**src/design/cip_pkg.sv**
```systemverilog
// cip_pkg: shared types, constants and fixed-point helpers of the circle tessellator
// no dependencies; used by the front, queue, back and top level
package cip_pkg;

    localparam int SEGMENTS = 30;
    localparam int FRAC_BITS = 16;
    localparam int UNIT_BITS = 30;
    localparam int TAYLOR_TERMS = 8;
    localparam int SQRT_STEPS = 32;
    localparam int DIV_STEPS = UNIT_BITS;
    localparam int K_W = $clog2(SEGMENTS + 1);
    localparam int TAB_W = $clog2(SEGMENTS);
    localparam int MIN_LEN_W = 17;
    localparam int MIN_LEN_RESET = ((1 << FRAC_BITS) + 5000) / 10000;
    localparam longint HALF_PI_Q30 = 64'sd1686629713;

    // taylor term divisors (2n)(2n+1) and (2n-1)(2n), scaled to q30
    localparam longint SIN_DIV_1 = 64'sd6 <<< UNIT_BITS;
    localparam longint SIN_DIV_2 = 64'sd20 <<< UNIT_BITS;
    localparam longint SIN_DIV_3 = 64'sd42 <<< UNIT_BITS;
    localparam longint SIN_DIV_4 = 64'sd72 <<< UNIT_BITS;
    localparam longint SIN_DIV_5 = 64'sd110 <<< UNIT_BITS;
    localparam longint SIN_DIV_6 = 64'sd156 <<< UNIT_BITS;
    localparam longint SIN_DIV_7 = 64'sd210 <<< UNIT_BITS;
    localparam longint SIN_DIV_8 = 64'sd272 <<< UNIT_BITS;
    localparam longint COS_DIV_1 = 64'sd2 <<< UNIT_BITS;
    localparam longint COS_DIV_2 = 64'sd12 <<< UNIT_BITS;
    localparam longint COS_DIV_3 = 64'sd30 <<< UNIT_BITS;
    localparam longint COS_DIV_4 = 64'sd56 <<< UNIT_BITS;
    localparam longint COS_DIV_5 = 64'sd90 <<< UNIT_BITS;
    localparam longint COS_DIV_6 = 64'sd132 <<< UNIT_BITS;
    localparam longint COS_DIV_7 = 64'sd182 <<< UNIT_BITS;
    localparam longint COS_DIV_8 = 64'sd240 <<< UNIT_BITS;

    localparam logic signed [63:0] ONE = 64'sd1 <<< UNIT_BITS;
    localparam logic [63:0] HALF_UNIT = 64'd1 << (UNIT_BITS - 1);
    localparam logic signed [31:0] ONE32 = 32'sh4000_0000;

    typedef struct packed {
        logic [2:0][31:0] ctr;
        logic [30:0]      rad;
        logic [2:0][31:0] iv;
        logic [2:0][31:0] jv;
    } entry_t;

    function automatic logic signed [63:0] round_q30(input logic signed [63:0] x);
        logic [63:0] m;
        logic [63:0] r;
        m = x[63] ? 64'(-x) : 64'(x);
        r = (m + HALF_UNIT) >> UNIT_BITS;
        return x[63] ? -$signed(r) : $signed(r);
    endfunction

    function automatic logic signed [31:0] clamp_unit(input logic signed [63:0] x);
        logic signed [31:0] r;
        if (x > ONE)
            r = ONE32;
        else if (x < -ONE)
            r = -ONE32;
        else
            r = 32'(x);
        return r;
    endfunction

    function automatic logic signed [31:0] sat32(input logic signed [63:0] x);
        logic signed [31:0] r;
        if (x > 64'sd2147483647)
            r = 32'sh7FFF_FFFF;
        else if (x < -64'sd2147483648)
            r = 32'sh8000_0000;
        else
            r = 32'(x);
        return r;
    endfunction

    // evaluated at elaboration only to build the angle table
    function automatic logic signed [31:0] trig_entry(input int k, input bit want_sin);
        longint num;
        longint q;
        longint r;
        longint a;
        longint a2;
        longint sn;
        longint cs;
        longint t;
        longint c;
        longint s;
        num = 4 * (k % SEGMENTS);
        q = (num / SEGMENTS) % 4;
        r = num % SEGMENTS;
        a = (HALF_PI_Q30 * r + SEGMENTS / 2) / SEGMENTS;
        a2 = (a * a + (64'sd1 <<< (UNIT_BITS - 1))) >>> UNIT_BITS;
        sn = a;
        t = a;
        t = -(t * a2) / SIN_DIV_1; sn = sn + t;
        t = -(t * a2) / SIN_DIV_2; sn = sn + t;
        t = -(t * a2) / SIN_DIV_3; sn = sn + t;
        t = -(t * a2) / SIN_DIV_4; sn = sn + t;
        t = -(t * a2) / SIN_DIV_5; sn = sn + t;
        t = -(t * a2) / SIN_DIV_6; sn = sn + t;
        t = -(t * a2) / SIN_DIV_7; sn = sn + t;
        t = -(t * a2) / SIN_DIV_8; sn = sn + t;
        cs = ONE;
        t = ONE;
        t = -(t * a2) / COS_DIV_1; cs = cs + t;
        t = -(t * a2) / COS_DIV_2; cs = cs + t;
        t = -(t * a2) / COS_DIV_3; cs = cs + t;
        t = -(t * a2) / COS_DIV_4; cs = cs + t;
        t = -(t * a2) / COS_DIV_5; cs = cs + t;
        t = -(t * a2) / COS_DIV_6; cs = cs + t;
        t = -(t * a2) / COS_DIV_7; cs = cs + t;
        t = -(t * a2) / COS_DIV_8; cs = cs + t;
        if (sn > ONE) sn = ONE;
        if (sn < -ONE) sn = -ONE;
        if (cs > ONE) cs = ONE;
        if (cs < -ONE) cs = -ONE;
        if (q == 0) begin
            c = cs;
            s = sn;
        end else if (q == 1) begin
            c = -sn;
            s = cs;
        end else if (q == 2) begin
            c = -cs;
            s = -sn;
        end else begin
            c = sn;
            s = -cs;
        end
        return want_sin ? 32'(s) : 32'(c);
    endfunction

endpackage

```
**src/design/cip_queue.sv**
```systemverilog
// cip_queue: two-entry queue of circle frames between front and back
// depends on cip_pkg
module cip_queue (
    input  logic            clk,
    input  logic            rst_n,
    input  logic            push_valid,
    output logic            push_ready,
    input  cip_pkg::entry_t push_data,
    output logic            pop_valid,
    input  logic            pop_ready,
    output cip_pkg::entry_t pop_data
);

    cip_pkg::entry_t mem_reg [2];
    logic       wr_ptr_reg;
    logic       rd_ptr_reg;
    logic [1:0] count_reg;
    logic       do_push;
    logic       do_pop;

    assign push_ready = (count_reg != 2'd2);
    assign pop_valid = (count_reg != 2'd0);
    assign pop_data = mem_reg[rd_ptr_reg];
    assign do_push = push_valid && push_ready;
    assign do_pop = pop_valid && pop_ready;

    always_ff @(posedge clk or negedge rst_n)
    begin
        if (!rst_n)
        begin
            wr_ptr_reg <= 1'b0;
            rd_ptr_reg <= 1'b0;
            count_reg <= '0;
        end
        else
        begin
            if (do_push)
                wr_ptr_reg <= !wr_ptr_reg;
            if (do_pop)
                rd_ptr_reg <= !rd_ptr_reg;
            if (do_push && !do_pop)
                count_reg <= 2'(count_reg + 2'd1);
            else if (do_pop && !do_push)
                count_reg <= 2'(count_reg - 2'd1);
        end
    end

    always_ff @(posedge clk)
    begin
        if (do_push)
            mem_reg[wr_ptr_reg] <= push_data;
    end

endmodule

```
**config.mk**
```make
export PLATFORM = sky130hd
export DESIGN_NAME = cip_queue
export DESIGN_NICKNAME = d
export VERILOG_FILES = /design/src/design/cip_pkg.sv /design/src/design/cip_queue.sv
export SDC_FILE = /design/constraint.sdc
export NUM_CORES = 1
export LEC_CHECK = 0
export BUFFER_PORTS_ARGS = -buffer_cell sky130_fd_sc_hd__buf_2
export CAP_MARGIN = 30
export CORE_UTILIZATION = 27
export CTS_BUF_LIST = sky130_fd_sc_hd__clkbuf_4 sky130_fd_sc_hd__clkbuf_8 sky130_fd_sc_hd__clkbuf_16
export CTS_CLUSTER_DIAMETER = 40
export DETAILED_ROUTE_END_ITERATION = 16
export HOLD_SLACK_MARGIN = 0.15
export PLACE_DENSITY_LB_ADDON = 0.1
export SYNTH_ARGS = -nofsm -noshare
export SYNTH_HDL_FRONTEND = slang
export SYNTH_SLANG_ARGS = --single-unit
```
**constraint.sdc**
```tcl
create_clock -name clk -period 14.32 [get_ports clk]
set_clock_uncertainty 0.05 [all_clocks]
set_input_delay 2.148 -clock clk [delete_from_list [all_inputs] [get_ports clk]]
set_output_delay 2.148 -clock clk [all_outputs]
set_load 0.01 [all_outputs]
```
==> summary.txt <==
Setup path
  • Crit Path Category: flip-flop to output port
  • R2r endpoint: mem_reg[1][59]
  • Worst r2r path cells: 5
  • Worst setup SP type: flip-flop
  • Critical Path Sink Type: output port
  • Flop2flop setup slack: ~11 ns
  • CP Max Fanout: between 100 and 150
  • Worst Setup EP: pop_data[62]
  • CP startpoint: rd_ptr_reg
  • Arrival time worst endpoint: about 3.8 ns
  • CP Data Required Time: 12.12 ns
  • FF-to-FF Start: count_reg[0]

Layout
  • Final nets: 2065
  • Most common cell after layout, fill and taps aside: buf_2
  • Share of layout cells above drive strength 1: between 60 and 70%
  • FILL cells: 8578
  • Core Util, Final: between 30 and 40%
  • Reg area: just under 20000 µm²
  • Most frequent cells in the layout: buf_2 (643), edfxtp_1 (638), mux2_4 (300)
  • Layout area overhead: 33.09%
  • Multi-input gate area in the final layout: just under 5000 µm²
  • Max FFs per register: between 600 and 700

Placed design
  • Hpwl dp: 41490 µm
  • Gpl congestion: ~0.75
  • Buffers added on ports: around 640
  • Dpl ws: 8.959 ns

Die
  • Ports: ~640
  • Initial core utilization: between 20% and 30%
  • # rows: 110
  • Die Ht: about 300 µm
  • Die width: a little over 300 µm
  • Die area: ~93000 µm²
  • Core Box Area: 90420 µm²

STA
  • Worst slew pin tran: between 1 and 1.5 ns
  • Relative slew margins: 23.18%
  • Max Freq: 166.9 MHz
  • Setup repair after global routing missed its margin: no
  • Final period util: between 40% and 50%
  • Setup TNS: 0 ns
  • Tmin final: 5.991 ns
  • Final setup margin: 8.329 ns
  • Setup violators final: 0
  • Final Hold Violating Endpoints: 0
  • Fin. max-slew vios: 0

Synth
  • Simple-gate share of the synthesized area: less than 1%
  • Synthesis Warnings: 0
  • Post-synthesis xor/xnor area fraction: less than 1%
  • Adder-Cell Fraction of Synth Area: less than 1%
  • Largest family of logic cells by synthesized area: multiplexers
  • Seq/Total Area, Yosys: between 70% and 80%
  • Netlist cell types: 16
  • Gate Count Post-Synth: between 1000 and 1500
  • Compound-cell area share of the yosys netlist: 0%
  • Post-Syn Area: ~25000 µm²
  • Mux contribution to synthesized area: 19.06%
  • Syn_nets: 1335
  • Avg Cell Area, Syn: 24.48 µm²
  • Seq cells post-synth: about 640

Pwr
  • Tot Pwr: 7.605 mW
  • Pwr dens: 230.9 nW/µm²
  • Max IR drop VDD: roughly 0.18 mV
  • LEAKAGE: ~13 nW

Clocking
  • CTS H-tree depth: 3
  • Clock sink total: ~640
  • Post-cts repair resize count: 0
  • Post-CTS repair timing setup buffer count: 0
  • CTS hold repair buffers: 0
  • Worst-skew pair later-pin latency: 0.66 ns
  • Clk root buf: clkbuf_16
  • Clk slew on worst S/H paths: approximately 0.05 ns
  • CTS buffer count: approximately 110
  • CTS max path bufs: 3
  • CTS tree: yes

Global routing
  • Largest net degree at the start of global routing: 154
  • All-layer global routing usage: about 13%
  • Initial antenna violation count: 23
  • Vias in the first global route: 13280
  • Grt total ovfl: 0
  • First-pass GRT wire length: a little under 90000 µm

Drt
  • Routed WL: 61660 µm
  • DRT Pass-1 Iters: 5
  • Post-DRT Antenna Nets: 0
  • Initial drt markers: between 500 and 600
  • Vias: about 12000
  • Post-DR wirelength/cell: ~20 µm
  • DR DRC count: 0
  • Via density: slightly above 4

Status
  • Run status: completed

Min path
  • Worst Hold Class: flip-flop to flip-flop

Run
  • Max-Cap Viols: 0
[stage by stage]
stage / area, µm² / instances / hold WS (ns)
global route: 32940 / 3014 / 0.4718
floorplan: 24760 / 1011 / 0.4059
global placement: 28900 / 2802 / 0.4285
detailed placement: 28930 / 2803 / 0.4322
CTS: 32910 / 3011 / 0.4445
finish: 32940 / 3015 / 0.4388
[per-layer routing]
metal | routed length [µm] | global-route usage, %
met5 | 211 | 0
met4 | 1508 | 4.322
met2 | 32440 | 23.20
met3 | 5911 | 6.509
met1 | 21580 | 12.98
[worst min-delay path by stage]
| stage | from | slack [ns] | cells after the start | to |
|---|---|---|---|---|
| floorplan | count_reg[1] | 0.41 | 1 | count_reg[1] |
| global placement | count_reg[1] | 0.43 | 1 | count_reg[1] |
| detailed placement | count_reg[1] | 0.43 | 1 | count_reg[1] |
| CTS | count_reg[1] | 0.44 | 1 | count_reg[1] |
| global route | count_reg[1] | 0.47 | 1 | count_reg[1] |
| finish | count_reg[1] | 0.44 | 1 | count_reg[1] |
[report_power, final]
part	switching, mW	internal, mW
combinational	1.12	1.02
sequential	0.114	2.58
clock	0.904	1.87
[synthesized netlist by cell type]
library cell	number	area, µm²
buf_12	33	660.6
edfxtp_1	638	19160
buf_6	1	11.26
buf_2	2	10.01
nor2_1	2	7.510
xnor2_1	3	26.28
nand2b_1	1	6.260
or2_2	1	6.260
and3_1	1	6.260
mux2_4	300	4504
ha_1	1	12.51
xor2_1	2	17.52
mux2_2	19	214.0
nand2_1	2	7.510
dfrtp_1	4	100.1
inv_1	1	3.750
[critical path, cell delays in order (launching register included)]
cell and delay, ns:
dfrtp_4 0.74, buf_16 0.30, buf_12 0.65, buf_4 0.76, mux2_4 0.35, buf_2 0.14
[area by class of cell]
cell class / count / share of cell area [%]
inverters: 1 / 0.01139
repair buffers: 653 / 10.31
multi-input cells: 332 / 14.63
diodes: 3 / 0.02279
flip-flops and latches: 642 / 58.47
well taps: 1176 / 4.467
clock buffers: 124 / 8.834
clock inverters: 84 / 3.251
[kinds of logic (layout without fill, tap and decap cells)]
kind of cell  after synthesis  in the layout
fa+ha+maj                   1              1
xor+xnor                    5              5
simple gates                7              7
buf+inv                    37            862
other cells                 0              3
flops                     642            642
mux                       319            319
No activity file was read; power rests on OpenSTA's default activity.
